===== config.mk =====
export PLATFORM = sky130hd
export DESIGN_NAME = lighting_scene_fade_engine_core_flat
export DESIGN_NICKNAME = d
export VERILOG_FILES = /design/src/sv/lsfe_pkg.sv /design/src/sv/lsfe_in_if.sv /design/src/sv/lsfe_out_if.sv /design/src/sv/lsfe_cfg_if.sv /design/src/sv/lighting_scene_fade_engine_core.sv /design/src/sv/lsfe_ctrl.sv /design/src/sv/lsfe_dp.sv /design/src/flat_wrapper.sv
export SDC_FILE = /design/constraint.sdc
export NUM_CORES = 2
export LEC_CHECK = 0
export BUFFER_PORTS_ARGS = -buffer_cell sky130_fd_sc_hd__buf_2
export CAP_MARGIN = 0
export CORE_MARGIN = 2
export CORE_UTILIZATION = 63
export CTS_BUF_LIST = sky130_fd_sc_hd__clkbuf_8
export DETAILED_ROUTE_END_ITERATION = 10
export PLACE_DENSITY = 0.78
export SLEW_MARGIN = 20
export SYNTH_ARGS = -nofsm -noshare
export SYNTH_HDL_FRONTEND = slang
export SYNTH_SLANG_ARGS = --single-unit

===== constraint.sdc =====
create_clock -name clk -period 13.9 [get_ports clk]
set_clock_uncertainty 0.15 [all_clocks]
set_input_delay 0.695 -clock clk [delete_from_list [all_inputs] [get_ports clk]]
set_output_delay 0.695 -clock clk [all_outputs]
set_load 0.05 [all_outputs]

===== src/sv/lsfe_pkg.sv =====
// lsfe_pkg: shared constants and types for the lighting scene fade engine
// used by every module of the block; no dependencies

package lsfe_pkg;

  localparam int MAX_ENTRIES = 64;
  localparam int IDX_W = $clog2(MAX_ENTRIES);
  localparam int CNT_W = $clog2(MAX_ENTRIES + 1);
  localparam int CFG_IDX_W = 4;

  localparam logic [2:0] OP_ADD       = 3'd0;
  localparam logic [2:0] OP_DEL       = 3'd1;
  localparam logic [2:0] OP_FADE_IN   = 3'd2;
  localparam logic [2:0] OP_FADE_OUT  = 3'd3;
  localparam logic [2:0] OP_TICK      = 3'd4;

  localparam logic [2:0] ST_OK        = 3'd0;
  localparam logic [2:0] ST_DUP       = 3'd1;
  localparam logic [2:0] ST_INVALID   = 3'd2;
  localparam logic [2:0] ST_NOT_FOUND = 3'd3;
  localparam logic [2:0] ST_FULL      = 3'd4;

  localparam logic [1:0] MODE_IDLE    = 2'd0;
  localparam logic [1:0] MODE_IN      = 2'd1;
  localparam logic [1:0] MODE_OUT     = 2'd2;

  localparam logic [CFG_IDX_W-1:0] REG_FADE_IN  = CFG_IDX_W'(0);
  localparam logic [CFG_IDX_W-1:0] REG_FADE_OUT = CFG_IDX_W'(1);

  typedef struct packed {
    logic capture;
    logic tick_begin;
    logic rd;
    logic scan;
    logic mul;
    logic div_step;
    logic emit_chan;
    logic finish;
  } cmd_t;

  typedef struct packed {
    logic       in_valid;
    logic [2:0] op;
    logic       fading;
    logic       cnt_zero;
    logic       idx_end;
    logic       div_last;
    logic       out_free;
  } stat_t;

endpackage


===== src/sv/lsfe_in_if.sv =====
// lsfe_in_if: input item channel with valid/ready handshake
// depends on nothing

interface lsfe_in_if;
  logic        valid;
  logic        ready;
  logic [2:0]  op;
  logic [15:0] fix_id;
  logic [9:0]  base_address;
  logic [8:0]  channel_offset;
  logic [7:0]  level;
  logic        first_of_preset;

  modport source (output valid, op, fix_id, base_address, channel_offset, level,
                  first_of_preset, input ready);
  modport sink (input valid, op, fix_id, base_address, channel_offset, level,
                first_of_preset, output ready);
endinterface


===== src/sv/lsfe_out_if.sv =====
// lsfe_out_if: result item channel with valid/ready handshake
// depends on nothing

interface lsfe_out_if;
  logic       valid;
  logic       ready;
  logic [2:0] status;
  logic       channel_valid;
  logic [9:0] address;
  logic [7:0] value;
  logic       last;

  modport source (output valid, status, channel_valid, address, value, last, input ready);
  modport sink (input valid, status, channel_valid, address, value, last, output ready);
endinterface


===== src/sv/lsfe_cfg_if.sv =====
// lsfe_cfg_if: configuration write channel with valid/ready handshake
// depends on lsfe_pkg for the index width

interface lsfe_cfg_if;
  logic                           valid;
  logic                           ready;
  logic [lsfe_pkg::CFG_IDX_W-1:0] index;
  logic [15:0]                    data;

  modport source (output valid, index, data, input ready);
  modport sink (input valid, index, data, output ready);
endinterface


===== src/sv/lighting_scene_fade_engine_core.sv =====
// lighting_scene_fade_engine_core: top level of the scene fade engine
// depends on lsfe_pkg, lsfe_in_if, lsfe_out_if, lsfe_cfg_if, lsfe_ctrl, lsfe_dp
//
// Usage:
//   in_ch carries one op per transfer: add entry, delete fixture, start fade-in,
//   start fade-out or a one-millisecond tick. out_ch carries the results; every
//   op gives one result except a tick during a fade with a non-empty table, which
//   gives one result per stored entry in table order, the final one flagged by last.
//   cfg_ch writes fade_in_ms (index 0) or fade_out_ms (index 1); it is always ready.
//   One op is worked at a time; in_ch is ready again once the previous op's
//   last result has been loaded into the output register.
//   Start fade and unknown ops do not scan the table; add and delete scan the
//   table with one memory read port.
//   A fading tick works each entry in turn: one read, one 8x16 multiply,
//   8 steps of the shared restoring divider and one output load.
//   If the receiver stalls, the result waits in the output register and the
//   sequencer holds until it is taken.
//   Reset (synchronous, active low) empties the table, stops any fade, clears
//   both durations and drops pending results; the table memory is not cleared.

module lighting_scene_fade_engine_core (
  input logic        clk,
  input logic        rst_n,
  lsfe_in_if.sink    in_ch,
  lsfe_out_if.source out_ch,
  lsfe_cfg_if.sink   cfg_ch
);

  lsfe_pkg::cmd_t  cmd;
  lsfe_pkg::stat_t stat;

  assign cfg_ch.ready = 1'b1;

  lsfe_ctrl u_ctrl (
    .clk      (clk),
    .rst_n    (rst_n),
    .stat     (stat),
    .cmd      (cmd),
    .in_ready (in_ch.ready)
  );

  lsfe_dp u_dp (
    .clk                (clk),
    .rst_n              (rst_n),
    .cmd                (cmd),
    .stat               (stat),
    .in_valid           (in_ch.valid),
    .in_op              (in_ch.op),
    .in_fix_id          (in_ch.fix_id),
    .in_base_address    (in_ch.base_address),
    .in_channel_offset  (in_ch.channel_offset),
    .in_level           (in_ch.level),
    .in_first_of_preset (in_ch.first_of_preset),
    .cfg_valid          (cfg_ch.valid),
    .cfg_index          (cfg_ch.index),
    .cfg_data           (cfg_ch.data),
    .out_valid          (out_ch.valid),
    .out_ready          (out_ch.ready),
    .out_status         (out_ch.status),
    .out_channel_valid  (out_ch.channel_valid),
    .out_address        (out_ch.address),
    .out_value          (out_ch.value),
    .out_last           (out_ch.last)
  );

endmodule


===== src/sv/lsfe_ctrl.sv =====
// lsfe_ctrl: sequencer for table scans, compaction and fade ticks
// depends on lsfe_pkg for command and status structs

module lsfe_ctrl (
  input  logic              clk,
  input  logic              rst_n,
  input  lsfe_pkg::stat_t   stat,
  output lsfe_pkg::cmd_t    cmd,
  output logic              in_ready
);

  localparam logic [2:0] S_IDLE = 3'd0;
  localparam logic [2:0] S_DEC  = 3'd1;
  localparam logic [2:0] S_RD   = 3'd2;
  localparam logic [2:0] S_CMP  = 3'd3;
  localparam logic [2:0] S_DIV  = 3'd4;
  localparam logic [2:0] S_EMIT = 3'd5;
  localparam logic [2:0] S_FIN  = 3'd6;

  logic [2:0] state_r, state_nxt;

  assign in_ready = (state_r == S_IDLE);

  always_comb begin
    cmd = '0;
    state_nxt = state_r;
    case (state_r)
      S_IDLE: begin
        if (stat.in_valid) begin
          cmd.capture = 1'b1;
          state_nxt = S_DEC;
        end
      end
      S_DEC: begin
        if (stat.op == lsfe_pkg::OP_TICK && stat.fading) begin
          cmd.tick_begin = 1'b1;
          state_nxt = stat.cnt_zero ? S_FIN : S_RD;
        end else if (stat.op == lsfe_pkg::OP_ADD || stat.op == lsfe_pkg::OP_DEL) begin
          state_nxt = S_RD;
        end else begin
          state_nxt = S_FIN;
        end
      end
      S_RD: begin
        if (stat.idx_end) begin
          state_nxt = (stat.op == lsfe_pkg::OP_TICK) ? S_IDLE : S_FIN;
        end else begin
          cmd.rd = 1'b1;
          state_nxt = S_CMP;
        end
      end
      S_CMP: begin
        if (stat.op == lsfe_pkg::OP_TICK) begin
          cmd.mul = 1'b1;
          state_nxt = S_DIV;
        end else begin
          cmd.scan = 1'b1;
          state_nxt = S_RD;
        end
      end
      S_DIV: begin
        cmd.div_step = 1'b1;
        if (stat.div_last) state_nxt = S_EMIT;
      end
      S_EMIT: begin
        if (stat.out_free) begin
          cmd.emit_chan = 1'b1;
          state_nxt = S_RD;
        end
      end
      S_FIN: begin
        if (stat.out_free) begin
          cmd.finish = 1'b1;
          state_nxt = S_IDLE;
        end
      end
      default: state_nxt = S_IDLE;
    endcase
  end

  always_ff @(posedge clk) begin
    if (!rst_n) state_r <= S_IDLE;
    else state_r <= state_nxt;
  end

endmodule


===== src/sv/lsfe_dp.sv =====
// lsfe_dp: entry table memory, fade timing, multiply and divide unit, result register
// depends on lsfe_pkg for constants and command and status structs

module lsfe_dp (
  input  logic                           clk,
  input  logic                           rst_n,
  input  lsfe_pkg::cmd_t                 cmd,
  output lsfe_pkg::stat_t                stat,
  input  logic                           in_valid,
  input  logic [2:0]                     in_op,
  input  logic [15:0]                    in_fix_id,
  input  logic [9:0]                     in_base_address,
  input  logic [8:0]                     in_channel_offset,
  input  logic [7:0]                     in_level,
  input  logic                           in_first_of_preset,
  input  logic                           cfg_valid,
  input  logic [lsfe_pkg::CFG_IDX_W-1:0] cfg_index,
  input  logic [15:0]                    cfg_data,
  output logic                           out_valid,
  input  logic                           out_ready,
  output logic [2:0]                     out_status,
  output logic                           out_channel_valid,
  output logic [9:0]                     out_address,
  output logic [7:0]                     out_value,
  output logic                           out_last
);

  localparam int IW = lsfe_pkg::IDX_W;
  localparam int CW = lsfe_pkg::CNT_W;

  logic [15:0] mem_fix [lsfe_pkg::MAX_ENTRIES];
  logic [8:0]  mem_adr [lsfe_pkg::MAX_ENTRIES];
  logic [7:0]  mem_lvl [lsfe_pkg::MAX_ENTRIES];

  logic [15:0] fade_in_r, fade_out_r;
  logic [CW-1:0] count_r, idx_r, wptr_r;
  logic [1:0]  mode_r;
  logic [15:0] elapsed_r, open_fix_r, dur_r;
  logic        open_valid_r, found_r, done_r;
  logic [2:0]  op_r;
  logic [15:0] fid_r;
  logic [9:0]  base_r;
  logic [8:0]  off_r;
  logic [7:0]  lvl_r;
  logic        first_r;
  logic [15:0] q_fix;
  logic [8:0]  q_adr;
  logic [7:0]  q_lvl;
  logic [23:0] rem_r;
  logic [7:0]  quo_r;
  logic [2:0]  bit_r;
  logic        out_valid_r;

  logic [10:0] sum;
  logic        bad_addr, is_last, fix_hit, add_ok, do_wr_add, do_wr_cmp;
  logic [2:0]  add_st, fin_st;
  logic [15:0] el_inc, dur_now;
  logic [23:0] dsh;
  logic [7:0]  val;

  assign sum = {1'b0, base_r} + {2'b0, off_r};
  assign bad_addr = (base_r == 10'd0) || (sum > 11'd512);
  assign fix_hit = (q_fix == fid_r);
  assign is_last = ((idx_r + CW'(1)) == count_r);
  assign el_inc = (elapsed_r == 16'hFFFF) ? elapsed_r : elapsed_r + 16'd1;
  assign dur_now = (mode_r == lsfe_pkg::MODE_IN) ? fade_in_r : fade_out_r;
  assign dsh = 24'(dur_r) << bit_r;

  always_comb begin
    if (bad_addr) add_st = lsfe_pkg::ST_INVALID;
    else if (first_r && found_r) add_st = lsfe_pkg::ST_DUP;
    else if (!first_r && (!open_valid_r || open_fix_r != fid_r)) add_st = lsfe_pkg::ST_INVALID;
    else if (count_r == CW'(lsfe_pkg::MAX_ENTRIES)) add_st = lsfe_pkg::ST_FULL;
    else add_st = lsfe_pkg::ST_OK;
    add_ok = (add_st == lsfe_pkg::ST_OK);
    case (op_r)
      lsfe_pkg::OP_ADD: fin_st = add_st;
      lsfe_pkg::OP_DEL: fin_st = found_r ? lsfe_pkg::ST_OK : lsfe_pkg::ST_NOT_FOUND;
      lsfe_pkg::OP_FADE_IN, lsfe_pkg::OP_FADE_OUT, lsfe_pkg::OP_TICK: fin_st = lsfe_pkg::ST_OK;
      default: fin_st = lsfe_pkg::ST_INVALID;
    endcase
    if (done_r) val = (mode_r == lsfe_pkg::MODE_IN) ? q_lvl : 8'd0;
    else if (mode_r == lsfe_pkg::MODE_IN) val = quo_r;
    else val = q_lvl - quo_r;
  end

  assign do_wr_add = cmd.finish && (op_r == lsfe_pkg::OP_ADD) && add_ok;
  assign do_wr_cmp = cmd.scan && (op_r == lsfe_pkg::OP_DEL) && !fix_hit;

  // table memory
  always_ff @(posedge clk) begin
    if (do_wr_add) begin
      mem_fix[count_r[IW-1:0]] <= fid_r;
      mem_adr[count_r[IW-1:0]] <= 9'(sum - 11'd1);
      mem_lvl[count_r[IW-1:0]] <= lvl_r;
    end else if (do_wr_cmp) begin
      mem_fix[wptr_r[IW-1:0]] <= q_fix;
      mem_adr[wptr_r[IW-1:0]] <= q_adr;
      mem_lvl[wptr_r[IW-1:0]] <= q_lvl;
    end
    if (cmd.rd) begin
      q_fix <= mem_fix[idx_r[IW-1:0]];
      q_adr <= mem_adr[idx_r[IW-1:0]];
      q_lvl <= mem_lvl[idx_r[IW-1:0]];
    end
  end

  // payload and arithmetic registers
  always_ff @(posedge clk) begin
    if (cmd.capture) begin
      op_r <= in_op;
      fid_r <= in_fix_id;
      base_r <= in_base_address;
      off_r <= in_channel_offset;
      lvl_r <= in_level;
      first_r <= in_first_of_preset;
    end
    if (cmd.tick_begin) begin
      dur_r <= dur_now;
      done_r <= (el_inc >= dur_now);
    end
    if (cmd.mul) begin
      rem_r <= 24'(q_lvl) * 24'(elapsed_r);
      quo_r <= 8'd0;
      bit_r <= 3'd7;
    end else if (cmd.div_step) begin
      if (rem_r >= dsh) begin
        rem_r <= rem_r - dsh;
        quo_r[bit_r] <= 1'b1;
      end
      bit_r <= bit_r - 3'd1;
    end
    if (cmd.emit_chan) begin
      out_status <= lsfe_pkg::ST_OK;
      out_channel_valid <= 1'b1;
      out_address <= {1'b0, q_adr} + 10'd1;
      out_value <= val;
      out_last <= is_last;
    end else if (cmd.finish) begin
      out_status <= fin_st;
      out_channel_valid <= 1'b0;
      out_address <= 10'd0;
      out_value <= 8'd0;
      out_last <= 1'b1;
    end
  end

  // control state
  always_ff @(posedge clk) begin
    if (!rst_n) begin
      fade_in_r <= 16'd0;
      fade_out_r <= 16'd0;
      count_r <= '0;
      idx_r <= '0;
      wptr_r <= '0;
      found_r <= 1'b0;
      mode_r <= lsfe_pkg::MODE_IDLE;
      elapsed_r <= 16'd0;
      open_fix_r <= 16'd0;
      open_valid_r <= 1'b0;
      out_valid_r <= 1'b0;
    end else begin
      if (cfg_valid && cfg_index == lsfe_pkg::REG_FADE_IN) fade_in_r <= cfg_data;
      if (cfg_valid && cfg_index == lsfe_pkg::REG_FADE_OUT) fade_out_r <= cfg_data;
      if (cmd.capture) begin
        idx_r <= '0;
        wptr_r <= '0;
        found_r <= 1'b0;
      end
      if (cmd.scan) begin
        idx_r <= idx_r + CW'(1);
        if (fix_hit) found_r <= 1'b1;
        if (do_wr_cmp) wptr_r <= wptr_r + CW'(1);
      end
      if (cmd.tick_begin) elapsed_r <= el_inc;
      if (cmd.emit_chan) begin
        idx_r <= idx_r + CW'(1);
        if (is_last && done_r) mode_r <= lsfe_pkg::MODE_IDLE;
      end
      if (cmd.finish) begin
        case (op_r)
          lsfe_pkg::OP_ADD: begin
            if (add_ok) begin
              count_r <= count_r + CW'(1);
              if (first_r) begin
                open_fix_r <= fid_r;
                open_valid_r <= 1'b1;
              end
            end else if (first_r) begin
              open_valid_r <= 1'b0;
            end
          end
          lsfe_pkg::OP_DEL: begin
            count_r <= wptr_r;
            if (open_fix_r == fid_r) open_valid_r <= 1'b0;
          end
          lsfe_pkg::OP_FADE_IN: begin
            elapsed_r <= 16'd0;
            mode_r <= lsfe_pkg::MODE_IN;
          end
          lsfe_pkg::OP_FADE_OUT: begin
            elapsed_r <= 16'd0;
            mode_r <= lsfe_pkg::MODE_OUT;
          end
          lsfe_pkg::OP_TICK: begin
            if (mode_r != lsfe_pkg::MODE_IDLE && done_r) mode_r <= lsfe_pkg::MODE_IDLE;
          end
          default: ;
        endcase
      end
      if (cmd.emit_chan || cmd.finish) out_valid_r <= 1'b1;
      else if (out_ready) out_valid_r <= 1'b0;
    end
  end

  assign out_valid = out_valid_r;

  assign stat.in_valid = in_valid;
  assign stat.op = op_r;
  assign stat.fading = (mode_r != lsfe_pkg::MODE_IDLE);
  assign stat.cnt_zero = (count_r == '0);
  assign stat.idx_end = (idx_r == count_r);
  assign stat.div_last = (bit_r == 3'd0);
  assign stat.out_free = !out_valid_r || out_ready;

endmodule


===== src/flat_wrapper.sv =====
// flat-port wrapper written by rule: the top's interface ports become plain ports
module lighting_scene_fade_engine_core_flat 
  (clk, rst_n, in_ch_valid, in_ch_op, in_ch_fix_id, in_ch_base_address, in_ch_channel_offset, in_ch_level, in_ch_first_of_preset, in_ch_ready, out_ch_valid, out_ch_status, out_ch_channel_valid, out_ch_address, out_ch_value, out_ch_last, out_ch_ready, cfg_ch_valid, cfg_ch_index, cfg_ch_data, cfg_ch_ready);
  lsfe_in_if in_ch_i ();
  lsfe_out_if out_ch_i ();
  lsfe_cfg_if cfg_ch_i ();
  input logic clk;
  input logic rst_n;
  input wire logic [$bits(in_ch_i.valid)-1:0] in_ch_valid;
  input wire logic [$bits(in_ch_i.op)-1:0] in_ch_op;
  input wire logic [$bits(in_ch_i.fix_id)-1:0] in_ch_fix_id;
  input wire logic [$bits(in_ch_i.base_address)-1:0] in_ch_base_address;
  input wire logic [$bits(in_ch_i.channel_offset)-1:0] in_ch_channel_offset;
  input wire logic [$bits(in_ch_i.level)-1:0] in_ch_level;
  input wire logic [$bits(in_ch_i.first_of_preset)-1:0] in_ch_first_of_preset;
  output wire logic [$bits(in_ch_i.ready)-1:0] in_ch_ready;
  output wire logic [$bits(out_ch_i.valid)-1:0] out_ch_valid;
  output wire logic [$bits(out_ch_i.status)-1:0] out_ch_status;
  output wire logic [$bits(out_ch_i.channel_valid)-1:0] out_ch_channel_valid;
  output wire logic [$bits(out_ch_i.address)-1:0] out_ch_address;
  output wire logic [$bits(out_ch_i.value)-1:0] out_ch_value;
  output wire logic [$bits(out_ch_i.last)-1:0] out_ch_last;
  input wire logic [$bits(out_ch_i.ready)-1:0] out_ch_ready;
  input wire logic [$bits(cfg_ch_i.valid)-1:0] cfg_ch_valid;
  input wire logic [$bits(cfg_ch_i.index)-1:0] cfg_ch_index;
  input wire logic [$bits(cfg_ch_i.data)-1:0] cfg_ch_data;
  output wire logic [$bits(cfg_ch_i.ready)-1:0] cfg_ch_ready;
  assign in_ch_i.valid = in_ch_valid;
  assign in_ch_i.op = in_ch_op;
  assign in_ch_i.fix_id = in_ch_fix_id;
  assign in_ch_i.base_address = in_ch_base_address;
  assign in_ch_i.channel_offset = in_ch_channel_offset;
  assign in_ch_i.level = in_ch_level;
  assign in_ch_i.first_of_preset = in_ch_first_of_preset;
  assign in_ch_ready = in_ch_i.ready;
  assign out_ch_valid = out_ch_i.valid;
  assign out_ch_status = out_ch_i.status;
  assign out_ch_channel_valid = out_ch_i.channel_valid;
  assign out_ch_address = out_ch_i.address;
  assign out_ch_value = out_ch_i.value;
  assign out_ch_last = out_ch_i.last;
  assign out_ch_i.ready = out_ch_ready;
  assign cfg_ch_i.valid = cfg_ch_valid;
  assign cfg_ch_i.index = cfg_ch_index;
  assign cfg_ch_i.data = cfg_ch_data;
  assign cfg_ch_ready = cfg_ch_i.ready;
  lighting_scene_fade_engine_core u_core (.clk(clk), .rst_n(rst_n), .in_ch(in_ch_i), .out_ch(out_ch_i), .cfg_ch(cfg_ch_i));
endmodule

==> impl_metrics.ini <==
[outcome]
run_status = complete, no violations

[timing]
post-route-worst-setup-slack_ns = 8.01
max_freq_ghz = 0.170
timing.final.setup_violations = 0
final-hold-violation-count = 0
fin_setup_tns_ns = 0
finalCriticalPeriod_ns = 5.89
timing.final.crit_share_pct = 42.3
setup_repair_after_global_routing_missed_its_margin = no
slew_violations = 0
timing.slew.headroom_pct = 24.4
hold_slack_ns = 0.102
worst_slew_pin_slew_ns = 1.12

[global_route]
grt_first_pass_wirelength_um = 361000
globalRouteOverflowTotal = 0
grt_max_degree = 115
antenna_found_initial = 15
track_usage_pct = 32.1
first_global_vias = 52700

[detailed_routing]
route.detailed.wl_per_inst_um = 32.2
first_pass_iters = 5
post-route-drc-count = 0
final_antenna_net_count = 0
initialDrtViolationCount = 7680
vias = 52800
routed_wl_um = 250000
route.detailed.vias_per_inst = 6.79

[synth]
post_synth_mux_area_share_pct = 16.8
synth_ff_type = edfxtp_1
yosysWarnings = 0
synth_simple_gate_area_share_pct = 3.96
netlist_instances = 5033
edff_count_synth = 2252
syn_area_per_cell_um2 = 19.5
cell_area_synth_mm2 = 0.0983
compound_gate_fraction_of_synth_area_pct = 2.49
ys_ff_latch = 2360
post_synth_fa_ha_maj_area_fraction_pct = 3.15
synth_top_family_by_area = multiplexers
synth_seq_area_share_pct = 71.0
post_synth_xor_area_fraction_pct = 1.03
synth-async-reset-ratio_pct = 0
netlist_cell_types = 80
synthesis.nets = 5300

[clock_tree]
tritoncts.num_buffers = 378
clkTransAtPathRegs_ns = 0.06
cts_root_buf = clkbuf_8
clkSinkCount = 2360
h_tree_level_count = 5
cts_post_setup_buffers_inserted = 0
worst_skew_pair.late_latency_ns = 1.06
clockBufferDepth = 4
tritoncts_clock_tree = built

[critical_path]
crit_path_end_kind = flop
path_class = reg -> reg
cp.arrival_ns = 6.48
crit_required_ns = 14.49
timing.critical_path.fanout_max = 19
timing.critical_path.from_type = flop

[floorplan]
core_region_area_mm2 = 0.155
fp-row-count = 144
design.die.area_mm2 = 0.159
floorplan.initialDensity_pct = 63.6
boundaryPins = 98
floorplan.die.height_um = 399
die_w_um = 399

[power_and_ir_drop]
vdd_ir_drop_max_mv = 0.117
power.density_mw_per_mm2 = 148
power_leakage_nw = 35.6

[worst_hold_path]
holdCritPathClass = in -> reg

[placement]
gp_routability_congestion = 0.892
numPortBuffers = 96
dp_hpwl_um = 142000
detailedPlace.worstSlack_ns = 8.20

[layout]
nets = 5723
post_route_cells_drive_above_1_share_pct = 26.6
synthToLayoutAreaGrowth_pct = 11.4
nFillCells = 8969

[run]
maxCapViolCount = 0
-- sequential cells by signal, summed over array words and instances (netlist names), 24 cells and up --
register,flops
u_core.u_dp.mem_fix,1024
u_core.u_dp.mem_adr,576
u_core.u_dp.rem_r,24
u_core.u_dp.mem_lvl,512
-- critical path: stages (launching register included) --
cell and delay [ns]:
edfxtp_1 0.69, and2_1 0.29, fa_1 0.44, fa_1 0.49
inv_1 0.05, fa_1 0.48, fa_1 0.49, inv_1 0.04
ha_1 0.31, o21a_1 0.15, a2111oi_0 0.50, o21ai_0 0.32
o21a_1 0.25, o21a_1 0.17, or2_2 0.29, a31oi_1 0.20
xor2_1 0.16, a21oi_1 0.08
-- synth_stat cells (all sizes together), types with 5 or more instances --
library cell | number | area share (%)
nand4 | 18 | 0.11
nor2b | 53 | 0.34
mux2 | 19 | 0.22
o2111ai | 5 | 0.045
nand3 | 42 | 0.21
edfxtp | 2252 | 69
a211oi | 20 | 0.16
mux2i | 87 | 0.89
fa | 87 | 1.8
and2 | 124 | 0.79
inv | 146 | 0.56
o31ai | 7 | 0.053
buf | 66 | 0.29
and3 | 17 | 0.11
mux4 | 684 | 16
or3 | 15 | 0.095
a31oi | 24 | 0.15
nor2 | 175 | 0.67
o21a | 15 | 0.11
dfxtp | 108 | 2.2
o21ai | 94 | 0.48
nand2b | 23 | 0.15
a211o | 9 | 0.080
o211ai | 9 | 0.069
xor2 | 42 | 0.37
nand2 | 244 | 0.93
o22ai | 8 | 0.051
a21boi | 22 | 0.17
a21o | 26 | 0.20
nor4 | 12 | 0.076
a32oi | 6 | 0.053
o31a | 5 | 0.053
a21oi | 72 | 0.37
nor3b | 5 | 0.038
xnor2 | 74 | 0.66
clkbuf | 195 | 0.74
or2 | 10 | 0.064
nor3 | 39 | 0.20
ha | 108 | 1.4
-- what timing repair did --
action / 4_1_cts / 5_1_grt
hold buffers: 64 / 0
resized for setup: 0 / 0
endpoints found under the hold margin: 81 / 0
-- cell usage in the layout, fill, tap and decap left out, drive strengths merged, types with 39 or more instances in the layout --
| cell type | count |
|---|---|
| nor2b | 53 |
| ha | 108 |
| xor2 | 42 |
| fa | 87 |
| dlygate4sd3 | 64 |
| inv | 259 |
| clkbuf | 388 |
| buf | 240 |
| o21ai | 94 |
| edfxtp | 2252 |
| and2 | 124 |
| mux4 | 684 |
| nand3 | 42 |
| xnor2 | 74 |
| nand2 | 244 |
| dfxtp | 108 |
| mux2i | 87 |
| nor3 | 39 |
| nor2 | 175 |
| clkinv | 129 |
| a21oi | 72 |
-- worst paths after layout --
kind | start | endpoint | slack (ns) | cells past startpoint
worst min-delay path | cfg_ch_index[3] | u_core.u_dp.fade_in_r[0]$_SDFFE_PN0P_ | 0.10 | 5
worst max register to register | u_core.u_dp.q_lvl[2]$_DFFE_PP_ | u_core.u_dp.rem_r[16]$_DFFE_PP_ | 8.01 | 17
worst max-delay path | u_core.u_dp.q_lvl[2]$_DFFE_PP_ | u_core.u_dp.rem_r[16]$_DFFE_PP_ | 8.01 | 17
worst min register to register | u_core.u_dp.out_channel_valid$_SDFFE_PP1P_ | u_core.u_dp.out_channel_valid$_SDFFE_PP1P_ | 0.31 | 2
-- logic make-up after synthesis --
family                     after synthesis
AOI/OAI and AO/OA                      367
xor gates and xnor gates               116
muxes                                  790
DFF                                   2360
buffers and inverters                  407
other                                    1
adders and majority gates              195
and+or+nand+nor                        797
-- where the power goes --
group	switching (mW)	internal [mW]	total [mW]
logic	1.54	0.773	2.31
clock network	2.64	2.74	5.38
registers	0.0860	8.49	8.58
-- area by class of cell --
| cell class | count | area (µm²) | share of cell area, % |
|---|---|---|---|
| sequential | 2360 | 69800 | 63.7 |
| multi-input combinational | 2266 | 27700 | 25.3 |
| clock buffer | 388 | 5340 | 4.88 |
| tap | 2044 | 2560 | 2.33 |
| timing repair buffer | 304 | 2230 | 2.03 |
| clock inverter | 260 | 1300 | 1.19 |
| inverter | 146 | 548 | 0.500 |
| antenna | 4 | 10.0 | 0.00914 |
-- per-stage QoR --
step	total power [mW]	instances	instance area [µm²]	utilization (%)
2_1_floorplan	10.3	5033	98300	-
3_3_place_gp	10.9	7056	102000	66.1
3_5_place_dp	11.0	7056	102000	66.1
4_1_cts	16.3	7768	109000	70.8
5_1_grt	16.8	7770	110000	70.9
6_report	16.3	7772	110000	70.9
-- per-layer routing --
layer | routed length (µm) | up-vias | part of all wire, % | GRT usage, %
met5 | 30 | - | 0.012 | 0
met2 | 120000 | 3743 | 48 | 50.1
met3 | 30400 | 616 | 12 | 7.57
li1 | - | 21200 | - | -
met1 | 91200 | 27200 | 36 | 45.4
met4 | 9140 | 4 | 3.6 | 11.4
(Power assumes the default switching activity.)
